**config.mk**
```make
export PLATFORM = sky130hd
export DESIGN_NAME = ack_retransmit_table
export DESIGN_NICKNAME = d
export VERILOG_FILES = /design/src/design/arq_pkg.sv /design/src/design/arq_div18.sv /design/src/design/arq_outq.sv /design/src/design/ack_retransmit_table.sv
export SDC_FILE = /design/constraint.sdc
export NUM_CORES = 2
export LEC_CHECK = 0
export ABC_CLOCK_PERIOD_IN_PS = 8250
export BUFFER_PORTS_ARGS = -buffer_cell sky130_fd_sc_hd__buf_4
export CAP_MARGIN = 0
export CORE_ASPECT_RATIO = 1.75
export CORE_MARGIN = 2
export CORE_UTILIZATION = 42
export DETAILED_ROUTE_END_ITERATION = 10
export HOLD_SLACK_MARGIN = 0.03
export SLEW_MARGIN = 25
export SYNTH_ARGS = -nofsm -noshare
export SYNTH_HDL_FRONTEND = slang
export SYNTH_SLANG_ARGS = --single-unit
```
**constraint.sdc**
```tcl
create_clock -name i_clk -period 8.25 [get_ports i_clk]
set_input_delay 1.2375 -clock i_clk [delete_from_list [all_inputs] [get_ports i_clk]]
set_output_delay 1.2375 -clock i_clk [all_outputs]
set_load 0.01 [all_outputs]
```
**src/design/arq_pkg.sv**
```systemverilog
// Shared types, constants and helper functions for the retransmit table.
package arq_pkg;

    localparam int TABLE_SLOTS_DEF = 8;
    localparam int MAX_PLAYERS_DEF = 8;

    localparam int TIME_W  = 32;
    localparam int SPAN_W  = 21;
    localparam int PING_W  = 17;
    localparam int SEQ_W   = 16;
    localparam int CFG_W   = 21;
    localparam int PCNT_W  = 4;
    localparam int CNT64_W = 7;

    localparam logic [TIME_W-1:0]  TIME_DIV    = 32'd18;
    localparam logic [TIME_W-1:0]  DELTA_CAP   = 32'h0002_0000;
    localparam logic [SPAN_W-1:0]  SPAN_CAP    = 21'd1966080;
    localparam logic [CNT64_W-1:0] RESULT_CAP  = 7'd64;

    localparam logic [CFG_W-1:0]  MAX_AGE_RST   = 21'd1310720;
    localparam logic [CFG_W-1:0]  RETRY_MIN_RST = 21'd131072;
    localparam logic [CFG_W-1:0]  RETRY_MAX_RST = 21'd327680;
    localparam logic [PCNT_W-1:0] PCOUNT_RST    = 4'd0;

    typedef enum logic [1:0] {
        OP_TICK = 2'd0,
        OP_ADD  = 2'd1,
        OP_ACK  = 2'd2,
        OP_PING = 2'd3
    } t_opcode;

    typedef enum logic [1:0] {
        KIND_RESEND  = 2'd0,
        KIND_RETIRED = 2'd1,
        KIND_NONE    = 2'd2,
        KIND_FULL    = 2'd3
    } t_kind;

    typedef enum logic [1:0] {
        CFG_MAX_AGE      = 2'd0,
        CFG_RETRY_MIN    = 2'd1,
        CFG_RETRY_MAX    = 2'd2,
        CFG_PLAYER_COUNT = 2'd3
    } t_cfg_idx;

    typedef struct packed {
        t_kind             kind;
        logic [2:0]        slot;
        logic [2:0]        player;
        logic [SEQ_W-1:0]  seq;
    } t_result;

    typedef struct packed {
        logic    push;
        logic    flush;
        t_result res;
    } t_oq_ctl;

    typedef struct packed {
        logic push_ok;
        logic flush_ok;
    } t_oq_sts;

    // Elapsed time from a stored stamp, zero if negative, saturated at 30 s.
    function automatic logic [SPAN_W-1:0] span(input logic [TIME_W-1:0] now,
                                               input logic [TIME_W-1:0] then_t);
        logic [TIME_W-1:0] d;
        d = now - then_t;
        if (d[TIME_W-1]) begin
            return '0;
        end else if (d > TIME_W'(SPAN_CAP)) begin
            return SPAN_CAP;
        end
        return d[SPAN_W-1:0];
    endfunction

    // Retry interval: four times the ping, raised to the minimum, then lowered to the maximum.
    function automatic logic [SPAN_W-1:0] retry_iv(input logic [PING_W-1:0] ping,
                                                   input logic [CFG_W-1:0]  lo,
                                                   input logic [CFG_W-1:0]  hi);
        logic [SPAN_W-1:0] iv;
        iv = SPAN_W'({ping, 2'b00});
        if (iv < lo) begin
            iv = lo;
        end
        if (iv > hi) begin
            iv = hi;
        end
        return iv;
    endfunction

endpackage

```
**src/design/arq_div18.sv**
```systemverilog
// Division of the raw timer value by the fixed time divisor through reciprocal multiplication.
module arq_div18
    import arq_pkg::*;
(
    input  logic              i_clk,
    input  logic              i_rst_n,
    input  logic              i_start,
    input  logic [TIME_W-1:0] i_dividend,
    output logic              o_done,
    output logic [TIME_W-1:0] o_quotient
);

    // The quotient is floor(x * RECIP / 2^RECIP_SH). RECIP is the rounded-up reciprocal, and its
    // error times any 32-bit dividend stays below 2^RECIP_SH, so the result is exact.
    localparam int PROD_W   = 2 * TIME_W;
    localparam int RECIP_SH = 36;
    localparam logic [TIME_W-1:0] RECIP =
        TIME_W'(((PROD_W'(1) << RECIP_SH) + PROD_W'(TIME_DIV) - PROD_W'(1)) / PROD_W'(TIME_DIV));

    logic              r_stage;
    logic              r_done;
    logic [TIME_W-1:0] r_x;
    logic [PROD_W-1:0] r_prod;

    always_ff @(posedge i_clk) begin
        if (!i_rst_n) begin
            r_stage <= 1'b0;
            r_done  <= 1'b0;
        end else begin
            r_stage <= i_start;
            r_done  <= r_stage;
        end
    end

    // The dividend is registered on start, then the product of it and the reciprocal.
    always_ff @(posedge i_clk) begin
        if (i_start) begin
            r_x <= i_dividend;
        end
        if (r_stage) begin
            r_prod <= PROD_W'(r_x) * PROD_W'(RECIP);
        end
    end

    assign o_done     = r_done;
    assign o_quotient = TIME_W'(r_prod[PROD_W-1:RECIP_SH]);

endmodule

```
**src/design/arq_outq.sv**
```systemverilog
// Result holding stage and output register; marks the final result of each transaction.
module arq_outq
    import arq_pkg::*;
(
    input  logic             i_clk,
    input  logic             i_rst_n,
    input  t_oq_ctl          i_ctl,
    output t_oq_sts          o_sts,
    input  logic             i_stall,
    output logic             o_valid,
    output logic [1:0]       o_kind,
    output logic [2:0]       o_slot,
    output logic [2:0]       o_player_out,
    output logic [SEQ_W-1:0] o_seq_out,
    output logic             o_last
);

    logic    r_valid;
    logic    r_pv;
    t_result r_pend;
    t_result r_out;
    logic    r_last;
    logic    out_free;
    t_result empty_res;

    assign out_free       = !r_valid || !i_stall;
    assign o_sts.push_ok  = !r_pv || out_free;
    assign o_sts.flush_ok = out_free;
    assign empty_res      = '{kind: KIND_NONE, slot: '0, player: '0, seq: '0};

    always_ff @(posedge i_clk) begin
        if (!i_rst_n) begin
            r_valid <= 1'b0;
            r_pv    <= 1'b0;
        end else begin
            if (out_free) begin
                r_valid <= 1'b0;
            end
            if (i_ctl.push) begin
                if (r_pv) begin
                    r_valid <= 1'b1;
                end
                r_pv <= 1'b1;
            end else if (i_ctl.flush) begin
                r_valid <= 1'b1;
                r_pv    <= 1'b0;
            end
        end
    end

    always_ff @(posedge i_clk) begin
        if (i_ctl.push) begin
            r_pend <= i_ctl.res;
            if (r_pv) begin
                r_out  <= r_pend;
                r_last <= 1'b0;
            end
        end else if (i_ctl.flush) begin
            r_out  <= r_pv ? r_pend : empty_res;
            r_last <= 1'b1;
        end
    end

    assign o_valid      = r_valid;
    assign o_kind       = r_out.kind;
    assign o_slot       = r_out.slot;
    assign o_player_out = r_out.player;
    assign o_seq_out    = r_out.seq;
    assign o_last       = r_last;

endmodule

```
**src/design/ack_retransmit_table.sv**
```systemverilog
// Top level of the reliable-broadcast retransmit table with its sequencer and memories.
//
// The block keeps up to TABLE_SLOTS outstanding messages and, for each of up to MAX_PLAYERS
// players, the time of the last send. One transaction is handled at a time. A tick is accepted,
// divides the raw timer by 18 through a reciprocal multiply and advances game time, then walks
// the table: each entry passes an entry memory read and an evaluation, each unacked player of a
// kept entry a send-time memory read and a compare, an acked player only a check of its ack bit,
// and a closing state flags the last result. An add stamps every player's send time, an ack reads
// and evaluates each entry searched, and a ping update is accepted and then closed. Results leave
// through a one-deep holding stage and an output register, so the last result can be flagged and
// the next transaction is taken while a result still waits; a stalled output holds the walk at
// the next result. Retired entries are removed by rotating a small slot map rather than moving
// memory contents, so physical rows are reused.
module ack_retransmit_table
    import arq_pkg::*;
#(
    parameter int TABLE_SLOTS = TABLE_SLOTS_DEF,
    parameter int MAX_PLAYERS = MAX_PLAYERS_DEF
) (
    input  logic              i_clk,
    input  logic              i_rst_n,
    input  logic              i_cfg_we,
    input  logic [1:0]        i_cfg_index,
    input  logic [CFG_W-1:0]  i_cfg_wdata,
    input  logic              i_valid,
    output logic              o_stall,
    input  logic [1:0]        i_opcode,
    input  logic [TIME_W-1:0] i_timer_value,
    input  logic [SEQ_W-1:0]  i_seq_number,
    input  logic [2:0]        i_player_index,
    input  logic [PING_W-1:0] i_ping_value,
    output logic              o_valid,
    input  logic              i_stall,
    output logic [1:0]        o_kind,
    output logic [2:0]        o_slot,
    output logic [2:0]        o_player_out,
    output logic [SEQ_W-1:0]  o_seq_out,
    output logic              o_last
);

    localparam int SW    = (TABLE_SLOTS > 1) ? $clog2(TABLE_SLOTS) : 1;
    localparam int PW    = (MAX_PLAYERS > 1) ? $clog2(MAX_PLAYERS) : 1;
    localparam int CW    = $clog2(TABLE_SLOTS + 1);
    localparam int NPW   = $clog2(MAX_PLAYERS + 1);
    localparam int TOTAL = TABLE_SLOTS * MAX_PLAYERS;
    localparam int AW    = (TOTAL > 1) ? $clog2(TOTAL) : 1;
    localparam int EW    = SEQ_W + TIME_W + MAX_PLAYERS;

    typedef enum logic [10:0] {
        S_IDLE     = 11'b000_0000_0001,
        S_DIV      = 11'b000_0000_0010,
        S_TIME     = 11'b000_0000_0100,
        S_ENT_RD   = 11'b000_0000_1000,
        S_ENT_EV   = 11'b000_0001_0000,
        S_PL_RD    = 11'b000_0010_0000,
        S_PL_EV    = 11'b000_0100_0000,
        S_ADD_FILL = 11'b000_1000_0000,
        S_ACK_RD   = 11'b001_0000_0000,
        S_ACK_EV   = 11'b010_0000_0000,
        S_DONE     = 11'b100_0000_0000
    } t_state;

    // Configuration registers.
    logic [CFG_W-1:0]  r_max_age;
    logic [CFG_W-1:0]  r_retry_min;
    logic [CFG_W-1:0]  r_retry_max;
    logic [PCNT_W-1:0] r_player_count;

    // Control and timing state.
    t_state             r_state, n_state;
    logic [TIME_W-1:0]  r_gt, n_gt;
    logic [TIME_W-1:0]  r_last_scaled, n_last_scaled;
    logic [CW-1:0]      r_count, n_count;
    logic [SW-1:0]      r_map [TABLE_SLOTS];
    logic [SW-1:0]      n_map [TABLE_SLOTS];
    logic [PING_W-1:0]  r_ping [MAX_PLAYERS];
    logic [CW-1:0]      r_i, n_i;
    logic [NPW-1:0]     r_p, n_p;
    logic [SW-1:0]      r_phys, n_phys;
    logic [AW-1:0]      r_base, n_base;
    logic [SPAN_W-1:0]  r_iv, n_iv;
    logic [CNT64_W-1:0] r_ecnt, n_ecnt;
    logic [SEQ_W-1:0]   r_seq, n_seq;
    logic [2:0]         r_pl, n_pl;

    // Entry memory holds sequence number, birth time and ack bits per physical row;
    // the send memory holds one last-send time per row and player.
    logic [EW-1:0]     m_ent [TABLE_SLOTS];
    logic [EW-1:0]     r_ent_rd;
    logic [TIME_W-1:0] m_send [TOTAL];
    logic [TIME_W-1:0] r_send_rd;

    logic              ent_we, ent_re;
    logic [SW-1:0]     ent_waddr, ent_raddr;
    logic [EW-1:0]     ent_wdata;
    logic              send_we, send_re;
    logic [AW-1:0]     send_addr;
    logic              ping_we;

    logic              div_start, div_done;
    logic [TIME_W-1:0] div_quot;

    t_oq_ctl oq_ctl;
    t_oq_sts oq_sts;

    logic [SEQ_W-1:0]       ent_seq;
    logic [TIME_W-1:0]      ent_birth;
    logic [MAX_PLAYERS-1:0] ent_acks;
    logic [MAX_PLAYERS-1:0] ack_mask;
    logic [NPW-1:0]         np;
    logic [SW-1:0]          map_i, map_cnt;
    logic [NPW-1:0]         p_next;
    logic [CW-1:0]          i_next;
    logic                   last_p, last_i;
    logic                   can_emit, cap_hit;
    logic                   retire;
    logic [TIME_W-1:0]      delta;
    logic [AW-1:0]          cur_addr;
    logic                   pl_ok_in;

    assign ent_seq   = r_ent_rd[EW-1 -: SEQ_W];
    assign ent_birth = r_ent_rd[MAX_PLAYERS +: TIME_W];
    assign ent_acks  = r_ent_rd[MAX_PLAYERS-1:0];

    // Players scanned per entry; a count above the table width is used as the table width.
    assign np = (32'(r_player_count) > MAX_PLAYERS) ? NPW'(MAX_PLAYERS) : NPW'(r_player_count);

    always_comb begin
        for (int k = 0; k < MAX_PLAYERS; k++) begin
            ack_mask[k] = (k < int'(np));
        end
    end

    assign map_i    = r_map[r_i[SW-1:0]];
    assign map_cnt  = r_map[r_count[SW-1:0]];
    assign p_next   = r_p + NPW'(1);
    assign i_next   = r_i + CW'(1);
    assign last_p   = (p_next == np);
    assign last_i   = (i_next == r_count);
    assign cap_hit  = (r_ecnt == RESULT_CAP);
    assign can_emit = cap_hit || oq_sts.push_ok;
    assign cur_addr = r_base + AW'(r_p);
    assign pl_ok_in = (32'(i_player_index) < MAX_PLAYERS);

    // An entry leaves when it is too old or every scanned player has acked it.
    assign retire = (span(r_gt, ent_birth) >= r_max_age) || ((ent_acks & ack_mask) == ack_mask);

    always_comb begin
        logic [TIME_W-1:0] d;
        d = div_quot - r_last_scaled;
        if (d[TIME_W-1]) begin
            delta = '0;
        end else if (d > DELTA_CAP) begin
            delta = DELTA_CAP;
        end else begin
            delta = d;
        end
    end

    assign o_stall = (r_state != S_IDLE);

    always_comb begin
        n_state       = r_state;
        n_gt          = r_gt;
        n_last_scaled = r_last_scaled;
        n_count       = r_count;
        n_map         = r_map;
        n_i           = r_i;
        n_p           = r_p;
        n_phys        = r_phys;
        n_base        = r_base;
        n_iv          = r_iv;
        n_ecnt        = r_ecnt;
        n_seq         = r_seq;
        n_pl          = r_pl;
        ent_we        = 1'b0;
        ent_waddr     = r_phys;
        ent_wdata     = r_ent_rd;
        ent_re        = 1'b0;
        ent_raddr     = map_i;
        send_we       = 1'b0;
        send_re       = 1'b0;
        send_addr     = cur_addr;
        ping_we       = 1'b0;
        div_start     = 1'b0;
        oq_ctl        = '0;
        oq_ctl.res    = '{kind: KIND_NONE, slot: '0, player: '0, seq: i_seq_number};

        case (r_state)
            S_IDLE: begin
                if (i_valid) begin
                    n_seq  = i_seq_number;
                    n_pl   = i_player_index;
                    n_ecnt = '0;
                    n_i    = '0;
                    n_p    = '0;
                    case (t_opcode'(i_opcode))
                        OP_TICK: begin
                            div_start = 1'b1;
                            n_state   = S_DIV;
                        end
                        OP_ADD: begin
                            oq_ctl.push = 1'b1;
                            if (32'(r_count) < TABLE_SLOTS) begin
                                ent_we         = 1'b1;
                                ent_waddr      = map_cnt;
                                ent_wdata      = {i_seq_number, r_gt, {MAX_PLAYERS{1'b0}}};
                                n_base         = AW'(int'(map_cnt) * MAX_PLAYERS);
                                oq_ctl.res.slot = 3'(r_count);
                                n_state        = S_ADD_FILL;
                            end else begin
                                oq_ctl.res.kind = KIND_FULL;
                                n_state         = S_DONE;
                            end
                        end
                        OP_ACK: begin
                            if (pl_ok_in && (r_count != '0)) begin
                                n_state = S_ACK_RD;
                            end else begin
                                oq_ctl.push = 1'b1;
                                n_state     = S_DONE;
                            end
                        end
                        OP_PING: begin
                            ping_we     = pl_ok_in;
                            oq_ctl.push = 1'b1;
                            n_state     = S_DONE;
                        end
                        default: begin
                            n_state = S_IDLE;
                        end
                    endcase
                end
            end

            S_ADD_FILL: begin
                send_we = 1'b1;
                if (r_p == NPW'(MAX_PLAYERS - 1)) begin
                    n_count = r_count + CW'(1);
                    n_state = S_DONE;
                end else begin
                    n_p = p_next;
                end
            end

            S_ACK_RD: begin
                ent_re  = 1'b1;
                n_phys  = map_i;
                n_state = S_ACK_EV;
            end

            S_ACK_EV: begin
                oq_ctl.res.seq = r_seq;
                if (ent_seq == r_seq) begin
                    ent_we          = 1'b1;
                    ent_wdata       = {ent_seq, ent_birth,
                                       ent_acks | (MAX_PLAYERS'(1) << r_pl)};
                    oq_ctl.push     = 1'b1;
                    oq_ctl.res.slot = 3'(r_i);
                    n_state         = S_DONE;
                end else if (last_i) begin
                    oq_ctl.push = 1'b1;
                    n_state     = S_DONE;
                end else begin
                    n_i     = i_next;
                    n_state = S_ACK_RD;
                end
            end

            S_DIV: begin
                if (div_done) begin
                    n_state = S_TIME;
                end
            end

            S_TIME: begin
                n_gt          = r_gt + delta;
                n_last_scaled = div_quot;
                n_i           = '0;
                n_state       = (r_count == '0) ? S_DONE : S_ENT_RD;
            end

            S_ENT_RD: begin
                ent_re  = 1'b1;
                n_phys  = map_i;
                n_base  = AW'(int'(map_i) * MAX_PLAYERS);
                n_state = S_ENT_EV;
            end

            S_ENT_EV: begin
                oq_ctl.res = '{kind: KIND_RETIRED, slot: 3'(r_i), player: '0, seq: ent_seq};
                if (retire) begin
                    if (can_emit) begin
                        oq_ctl.push = !cap_hit;
                        n_ecnt      = cap_hit ? r_ecnt : r_ecnt + CNT64_W'(1);
                        // Close the gap: later slots move down, the freed row goes last.
                        for (int k = 0; k < TABLE_SLOTS - 1; k++) begin
                            if (k >= int'(r_i)) begin
                                n_map[k] = r_map[k + 1];
                            end
                        end
                        n_map[TABLE_SLOTS - 1] = map_i;
                        n_count = r_count - CW'(1);
                        n_state = last_i ? S_DONE : S_ENT_RD;
                    end
                end else begin
                    n_p     = '0;
                    n_state = S_PL_RD;
                end
            end

            S_PL_RD: begin
                if (ent_acks[r_p[PW-1:0]]) begin
                    if (last_p) begin
                        n_i     = i_next;
                        n_state = last_i ? S_DONE : S_ENT_RD;
                    end else begin
                        n_p = p_next;
                    end
                end else begin
                    send_re = 1'b1;
                    n_iv    = retry_iv(r_ping[r_p[PW-1:0]], r_retry_min, r_retry_max);
                    n_state = S_PL_EV;
                end
            end

            S_PL_EV: begin
                oq_ctl.res = '{kind: KIND_RESEND, slot: 3'(r_i), player: 3'(r_p), seq: ent_seq};
                if (!(r_iv < span(r_gt, r_send_rd)) || can_emit) begin
                    if (r_iv < span(r_gt, r_send_rd)) begin
                        oq_ctl.push = !cap_hit;
                        n_ecnt      = cap_hit ? r_ecnt : r_ecnt + CNT64_W'(1);
                        send_we     = 1'b1;
                    end
                    if (last_p) begin
                        n_i     = i_next;
                        n_state = last_i ? S_DONE : S_ENT_RD;
                    end else begin
                        n_p     = p_next;
                        n_state = S_PL_RD;
                    end
                end
            end

            S_DONE: begin
                if (oq_sts.flush_ok) begin
                    oq_ctl.flush = 1'b1;
                    n_state      = S_IDLE;
                end
            end

            default: begin
                n_state = S_IDLE;
            end
        endcase
    end

    always_ff @(posedge i_clk) begin
        if (!i_rst_n) begin
            r_state       <= S_IDLE;
            r_gt          <= '0;
            r_last_scaled <= '0;
            r_count       <= '0;
            r_ecnt        <= '0;
            r_i           <= '0;
            r_p           <= '0;
            for (int k = 0; k < TABLE_SLOTS; k++) begin
                r_map[k] <= SW'(k);
            end
            for (int k = 0; k < MAX_PLAYERS; k++) begin
                r_ping[k] <= '0;
            end
        end else begin
            r_state       <= n_state;
            r_gt          <= n_gt;
            r_last_scaled <= n_last_scaled;
            r_count       <= n_count;
            r_ecnt        <= n_ecnt;
            r_i           <= n_i;
            r_p           <= n_p;
            r_map         <= n_map;
            if (ping_we) begin
                for (int k = 0; k < MAX_PLAYERS; k++) begin
                    if (k == int'(i_player_index)) begin
                        r_ping[k] <= i_ping_value;
                    end
                end
            end
        end
    end

    always_ff @(posedge i_clk) begin
        r_phys <= n_phys;
        r_base <= n_base;
        r_iv   <= n_iv;
        r_seq  <= n_seq;
        r_pl   <= n_pl;
    end

    always_ff @(posedge i_clk) begin
        if (!i_rst_n) begin
            r_max_age      <= MAX_AGE_RST;
            r_retry_min    <= RETRY_MIN_RST;
            r_retry_max    <= RETRY_MAX_RST;
            r_player_count <= PCOUNT_RST;
        end else if (i_cfg_we) begin
            case (t_cfg_idx'(i_cfg_index))
                CFG_MAX_AGE:      r_max_age      <= i_cfg_wdata;
                CFG_RETRY_MIN:    r_retry_min    <= i_cfg_wdata;
                CFG_RETRY_MAX:    r_retry_max    <= i_cfg_wdata;
                CFG_PLAYER_COUNT: r_player_count <= i_cfg_wdata[PCNT_W-1:0];
                default:          r_player_count <= r_player_count;
            endcase
        end
    end

    always_ff @(posedge i_clk) begin
        if (ent_we) begin
            m_ent[ent_waddr] <= ent_wdata;
        end
        if (ent_re) begin
            r_ent_rd <= m_ent[ent_raddr];
        end
    end

    always_ff @(posedge i_clk) begin
        if (send_we) begin
            m_send[send_addr] <= r_gt;
        end
        if (send_re) begin
            r_send_rd <= m_send[send_addr];
        end
    end

    arq_div18 u_div (
        .i_clk      (i_clk),
        .i_rst_n    (i_rst_n),
        .i_start    (div_start),
        .i_dividend (i_timer_value),
        .o_done     (div_done),
        .o_quotient (div_quot)
    );

    arq_outq u_outq (
        .i_clk        (i_clk),
        .i_rst_n      (i_rst_n),
        .i_ctl        (oq_ctl),
        .o_sts        (oq_sts),
        .i_stall      (i_stall),
        .o_valid      (o_valid),
        .o_kind       (o_kind),
        .o_slot       (o_slot),
        .o_player_out (o_player_out),
        .o_seq_out    (o_seq_out),
        .o_last       (o_last)
    );

`ifndef SYNTHESIS
    a_state_onehot: assert property (@(posedge i_clk) disable iff (!i_rst_n)
        $onehot(r_state))
        else $error("sequencer state is not one-hot");

    a_count_range: assert property (@(posedge i_clk) disable iff (!i_rst_n)
        32'(r_count) <= TABLE_SLOTS)
        else $error("entry count exceeds table size");

    a_result_cap: assert property (@(posedge i_clk) disable iff (!i_rst_n)
        r_ecnt <= RESULT_CAP)
        else $error("result count exceeds cap");

    a_tick_divides: assert property (@(posedge i_clk) disable iff (!i_rst_n)
        (i_valid && !o_stall && (i_opcode == OP_TICK)) |=> (r_state == S_DIV))
        else $error("tick did not start the divider");

    a_push_safe: assert property (@(posedge i_clk) disable iff (!i_rst_n)
        oq_ctl.push |-> oq_sts.push_ok)
        else $error("result pushed while holding stage blocked");
`endif

endmodule
```
# ---- Word-level counts from Yosys, hierarchy flattened
# Memories as Yosys holds them, arrays and structs flattened. A register that Yosys moved wholly into a read port is not among the register bits.
# Index checks and enable logic that the tools add are counted.
dict set report totals {
  regBits 377
  ramBits 2632
  input_bits 98
  out_inout_bits 27
  elab_cells 373
  memories 3
}
dict set report op_classes {
  add_sub_neg 10
  mul 1
  magnitude_cmp 28
  n_eq_ne 49
  n_shift 1
  muxes 184
  n_bitwise 13
  n_reduce_logical 45
}
# memory words word_bits rd rd_ports_with_merged_regs wr line
set mem_list {}
lappend mem_list {m_send 64 32 1 1 1 ack_retransmit_table.sv:90} ;# logic [TIME_W-1:0] m_send [TOTAL];
lappend mem_list {m_ent 8 56 1 1 1 ack_retransmit_table.sv:88} ;# logic [EW-1:0] m_ent [TABLE_SLOTS];
lappend mem_list {r_ping 8 17 1 1 8 ack_retransmit_table.sv:76} ;# logic [PING_W-1:0] r_ping [MAX_PLAYERS];
# cell count
set op_table {}
lappend op_table {{2-to-1 mux 21 bit} 14}
lappend op_table {{2-to-1 mux 11 bit} 16}
lappend op_table {{2-to-1 mux 56 bit} 3}
lappend op_table {{2-to-1 mux 17 bit} 8}
lappend op_table {{case mux 11 bit (11 select lines)} 1}
lappend op_table {{case mux 56 bit (2 select lines)} 1}
lappend op_table {{2-to-1 mux 24 bit} 4}
lappend op_table {{2-to-1 mux 1 bit} 80}
lappend op_table {{2-to-1 mux 4 bit} 17}
lappend op_table {{greater-than comparator 32 x 21 -> 1 bit (second input constant)} 2}
lappend op_table {{subtractor 32 bit} 2}
lappend op_table {{multiplier 32 x 30 -> 62 bit (second input constant)} 1}
lappend op_table {{2-to-1 mux 31 bit} 2}
lappend op_table {{case mux 11 bit (4 select lines)} 1}
lappend op_table {{< comparator 21 bit} 2}
lappend op_table {{2-to-1 mux 7 bit} 6}
lappend op_table {{case mux 4 bit (5 select lines)} 2}
lappend op_table {{2-to-1 mux 3 bit} 12}
lappend op_table {{AND reduction 4 bit} 9}
lappend op_table {{adder 32 bit} 1}
lappend op_table {{greater-than comparator 32 x 18 -> 1 bit (second input constant)} 1}
lappend op_table {{case mux 16 bit (2 select lines)} 1}
lappend op_table {{subtractor 28 x 28 -> 29 bit} 1}
lappend op_table {{inequality test 2 bit (second input constant)} 12}
lappend op_table {{other kinds (72)} 132}

# ---- Depth between registers and ports, before layout
dict set report depth {
  depth_word 21
  ltp_mapped 32
  depth_no_buf 31
}

# ---- Hierarchy
# Synthesis repeated with hierarchy kept, for this count alone.
dict set report unflattened {
  hier_cells 9746
  hier_area_um2 136071.8
}
# mod instances cells_each area_per_inst_um2 seq_area_each_um2
set by_module_without_submodules {}
lappend by_module_without_submodules {ack_retransmit_table 1 8376 119987.6 86823.3}
lappend by_module_without_submodules {arq_div18 1 1283 14336.2 1841.8}
lappend by_module_without_submodules {arq_outq 1 87 1747.9 1511.4}

# ---- Worst setup path before layout
# No wires, ideal clock.
dict set report synth_path {
  path_type {reg2reg}
  startpoint {register r_gt[1]}
  endpoint {register u_outq.r_out (netlist bit u_outq.o_kind[0]) (enable)}
  setup_ns 0.442
  arrival_ns 8.672
  path_slack_ns -0.864
  path_stages_with_launch 26
  n_path_buf 1
  path_cell_list {dfxtp_1 -> inv_1 -> fa_1 -> nand2b_1 -> a21oi_1 -> a21oi_1 -> a41o_1 -> a21oi_1 -> a211oi_1 -> a211oi_1 -> nand4_2 -> nor3_1 -> clkbuf_1 -> nand2_1 -> ha_1 -> a21o_1 -> a21o_1 -> a21oi_1 -> o21ai_0 -> a31oi_1 -> o21ai_0 -> or4_1 -> or3_1 -> o32ai_1 -> o21ai_1 -> o21ai_0}
}
dict set report synth_between {
  elab_chain_len 15
}
# element line
set synth_rtl {}
lappend synth_rtl {{start: declaration} ack_retransmit_table.sv:71} ;# logic [TIME_W-1:0] r_gt, n_gt;
lappend synth_rtl {{start signal: assignment} ack_retransmit_table.sv:375} ;# r_gt <= n_gt;
lappend synth_rtl {{subtractor 32 bit} arq_pkg.sv:68} ;# d = now - then_t;
lappend synth_rtl {{greater-than comparator 32 x 21 -> 1 bit} arq_pkg.sv:71} ;# end else if (d > TIME_W'(SPAN_CAP)) begin
lappend synth_rtl {{2-to-1 mux 1 bit} arq_pkg.sv:71}
lappend synth_rtl {{2-to-1 mux 1 bit} arq_pkg.sv:69} ;# if (d[TIME_W-1]) begin
lappend synth_rtl {{2-to-1 mux 1 bit} ack_retransmit_table.sv:329} ;# if (!(r_iv < span(r_gt, r_send_rd)) || can_emit) begin
lappend synth_rtl {{2-to-1 mux 1 bit} ack_retransmit_table.sv:189} ;# case (r_state)
lappend synth_rtl {{2-to-1 mux 21 bit} arq_pkg.sv:74} ;# return d[SPAN_W-1:0];
lappend synth_rtl {{2-to-1 mux 21 bit} ack_retransmit_table.sv:329}
lappend synth_rtl {{2-to-1 mux 21 bit} ack_retransmit_table.sv:189}
lappend synth_rtl {{< comparator 21 bit} ack_retransmit_table.sv:330} ;# if (r_iv < span(r_gt, r_send_rd)) begin
lappend synth_rtl {{2-to-1 mux 1 bit} ack_retransmit_table.sv:330}
lappend synth_rtl {{2-to-1 mux 1 bit} ack_retransmit_table.sv:329}
lappend synth_rtl {{case mux 1 bit (4 select lines) *} ack_retransmit_table.sv:189}
lappend synth_rtl {{inequality test 2 x 1 -> 1 bit (no line) or nonzero test 2 bit (tied branches)} -}
lappend synth_rtl {{AND reduction 2 bit (no line) *} -}
lappend synth_rtl {{end signal: assignment} arq_outq.sv:55} ;# r_out <= r_pend;
lappend synth_rtl {{end signal: assignment} arq_outq.sv:59} ;# r_out <= r_pv ? r_pend : empty_res;
lappend synth_rtl {{end: declaration} arq_outq.sv:21} ;# t_result r_out;
# Mark *: on every way between the ends. The rest lies on a longest branch, timed or not. The select of a mux whose other input is x is not followed.
# A chain may end at the register's enable or synchronous reset.

# ---- Final worst setup path
dict set report layout_path {
  startpoint {register u_div.r_x[16]}
  endpoint {register u_div.r_prod[60] (data pin)}
}
dict set report layout_between {
  elab_chain_len 1
}
# element line
set layout_rtl {}
lappend layout_rtl {{start: declaration} arq_div18.sv:22} ;# logic [TIME_W-1:0] r_x;
lappend layout_rtl {{start signal: assignment} arq_div18.sv:38} ;# r_x <= i_dividend;
lappend layout_rtl {{multiplier 32 x 30 -> 62 bit} arq_div18.sv:41} ;# r_prod <= PROD_W'(r_x) * PROD_W'(RECIP);
lappend layout_rtl {{end signal: assignment} arq_div18.sv:41}
lappend layout_rtl {{end: declaration} arq_div18.sv:23} ;# logic [PROD_W-1:0] r_prod;
# Every way passes these cells.

==> impl_metrics.yaml <==
route:
  ant_nets: 0
  via_per_inst: 5.860
  drc: 0
  top_layer: "met5"
  wl_met2_um: 224600
  firstDrtPassIters: 8
  drtIter0Drc: 8070
  wl_per_cell_um: 29.35
  wl_um: 426100
  num_vias: 85080
  wl_met3_um: 23000
  wl_met1_um: 146600
synth:
  synth_top_area_share: 0.6394
  yosysSeqAreaShare: 0.6673
  synth_seq_cells: 3063
  synth_most_common_cell: "edfxtp_1"
  synth_edf_count: 2875
  synth_area_leaders: "edfxtp_1 64%, ha_1 4.8%, fa_1 4.1%, a22oi_1 3.2%, nand2_1 2.9%"
  yosys_most_used_dff: "edfxtp_1"
  ys_types: 101
  syn_avg_cell_area_um2: 14.03
  yosysTopAreaCell: "edfxtp_1"
  yosys-top-cells-count: "2,875 x edfxtp_1, 1,042 x nand2_1, 670 x inv_1"
  syn_area_um2: 135000
  ys_warn_count: 0
  async_flop_share: 0
  syn_inst: 9621
run_status:
  outcome: "complete, no violations"
timing:
  setup_viol: 0
  rsz0062_at_grt: "no"
  worst_slack_ns: 0.3057
  finalMaxSlewViolations: 0
  period_share: 0.9629
  tns_ns: 0
  relSlewSlack: 0.2335
  max_freq_mhz: 125.9
  min_period_ns: 7.944
  tightest_slew_ns: 1.139
  fin_hold_ws_ns: 0.4486
  hold_viol: 0
  skew_ns: 0.08152
pwr:
  internal-power_uw: 29530
  seq_power_share: 0.412
  pwr-share-clk: 0.304
  switching_share: 0.3020
  pwr-share-comb: 0.284
  vdd_drop_max_mv: 0.6925
  switchingPower_uw: 12780
  powerDensity_nw_per_um2: 274.6
  leakage_uw: 0.05473
floorplanning:
  die_y_um: 754.1
  core_area_um2: 320300
  initial_core_util: 0.4215
  die_w_um: 432.6
  rows: 275
  io_pins: 125
  die_area_um2: 326200
clocking:
  cts.sinks: 3063
  h-tree-depth: 5
  cts_max_path_buffers: 4
  worstSkewPairLatency_ns: 0.93
  cts_buffers: 279
  clk_pin_slew_ns: 0.07
  cts_tree: "yes"
  root_buffer: "clkbuf_16"
  hold_buffers: 0
place:
  placed_cells: 13990
  place_area_um2: 145100
  place_hpwl_um: 285700
  portBuffers: 124
  gp_congestion: 0.9248
  pre_cts_ws_ns: 0.1225
setup_path:
  startpoint_type: "flop"
  worstSetupPathType: "reg -> reg"
  worst-endpoint-required_ns: 8.88
  critPathMostFrequentCell: "fa_1"
  cp-end-kind: "flop"
  critPathSlowestCell: "fa_1"
  arrival_ns: 8.57
  path_max_fanout: 4
  max_stage_delay_ns: 0.66
cells_and_area:
  area_growth_pct: 14.11
  regArea_um2: 90140
  drive_above_1_share: 0.1238
  final_area_um2: 154100
  final_cells: 14520
  fillerInstances: 27440
  fin_nets: 10890
  multi_input_area_um2: 41540
global_routing:
  grt_pass1_vias: 86410
  grt-ovfl-total: 0
  antenna_found_initial: 17
  grt.total_usage: 0.2571
  grt_pass1_wl_um: 608800
  grt_max_degree: 133
job:
  maxCapViolations: 0
hold_path:
  holdCritPathClass: "reg -> reg"
==> cell families (layout without fill, tap and decap cells) <==
| logic type | count (synthesis) | count (layout) | share of synthesized area |
|---|---|---|---|
| AOI/OAI and AO/OA | 2133 | 2133 | 0.1128 |
| xor gates and xnor gates | 149 | 149 | 0.009665 |
| adders and majority gates | 798 | 798 | 0.08935 |
| buffers and inverters | 1142 | 1716 | 0.03182 |
| DFF | 3063 | 3063 | 0.6673 |
| muxes | 151 | 151 | 0.01610 |
| other | 1 | 30 | 0.00002777 |
| and+or+nand+nor | 2184 | 2184 | 0.07298 |
==> cell usage in the layout, fill, tap and decap left out, types with 120 or more instances in the layout <==
master     count
a221oi_1     240
nor2_1       290
a22o_1       241
buf_12       120
nand2_1     1036
a31oi_1      246
a22oi_1      567
ha_1         521
dfxtp_1      155
edfxtp_1    2875
fa_1         277
buf_4        424
clkbuf_16    284
nand3_1      345
o21ai_0      193
a21oi_1      302
inv_1        668
==> metal layers <==
metal | GRT usage | vias up
li1 | - | 37250
met1 | 0.2830 | 43610
met2 | 0.4685 | 3309
met3 | 0.02815 | 896
met4 | 0.1635 | 16
met5 | 0 | -
==> worst max-delay path: cells and delay by family (launching register included) <==
kind,cells,cell delay [ns]
and+or+nand+nor,2,0.79
AOI/OAI and AO/OA,8,1.58
buffers and inverters,6,0.61
xor gates and xnor gates,1,0.09
adders and majority gates,9,4.07
DFF,1,0.54
==> path summary, 6_finish.rpt <==
path,to,cells past startpoint,slack [ns],start
hold / removal,r_last_scaled[7]$_SDFFE_PN0P_,2,0.45,r_last_scaled[7]$_SDFFE_PN0P_
setup reg to reg,u_div.r_prod[60]$_DFFE_PP_,26,0.31,u_div.r_x[16]$_DFFE_PP_
hold reg to reg,r_last_scaled[7]$_SDFFE_PN0P_,2,0.45,r_last_scaled[7]$_SDFFE_PN0P_
setup / recovery,u_div.r_prod[60]$_DFFE_PP_,26,0.31,u_div.r_x[16]$_DFFE_PP_
==> final cells by class <==
| cell class | count | share of cell area |
|---|---|---|
| Antenna cell | 20 | 0.0003248 |
| Clock buffer | 352 | 0.04817 |
| Timing Repair Buffer | 548 | 0.03686 |
| Tap cell | 4293 | 0.03486 |
| Multi-Input combinational cell | 5425 | 0.2696 |
| Sequential cell | 3063 | 0.5850 |
| Inverter | 673 | 0.01648 |
| Clock inverter | 143 | 0.008657 |
==> registers in the layout, summed over array words and instances (netlist names), 28 cells and up, named ones only <==
register       count
m_send          2048
m_ent            448
r_ping           136
r_ent_rd          56
r_gt              32
r_send_rd         32
u_div.r_x         32
r_last_scaled     28
u_div.r_prod      28
==> what timing repair did <==
action	in CTS	in global routing
buffers inserted	0	11
resized for setup	0	5
endpoints found under the setup margin	0	6
==> stage by stage <==
stage          power [µW]    util
2_1_floorplan       26180       -
3_3_place_gp        29770  0.4526
3_5_place_dp        29770  0.4531
4_1_cts             42620  0.4804
5_1_grt             44540  0.4809
6_report            42310  0.4810
==> power by group through the flow <==
stage / clock network (µW) / logic (µW) / registers [µW]
final: 12900 / 12000 / 17400
after global routing: 13600 / 13500 / 17400
after CTS: 13100 / 12100 / 17400
after detailed placement: 0 / 12000 / 17800
after global placement: 0 / 12000 / 17800
after floorplan: 0 / 8430 / 17700
No activity file was read; power rests on OpenSTA's default activity.
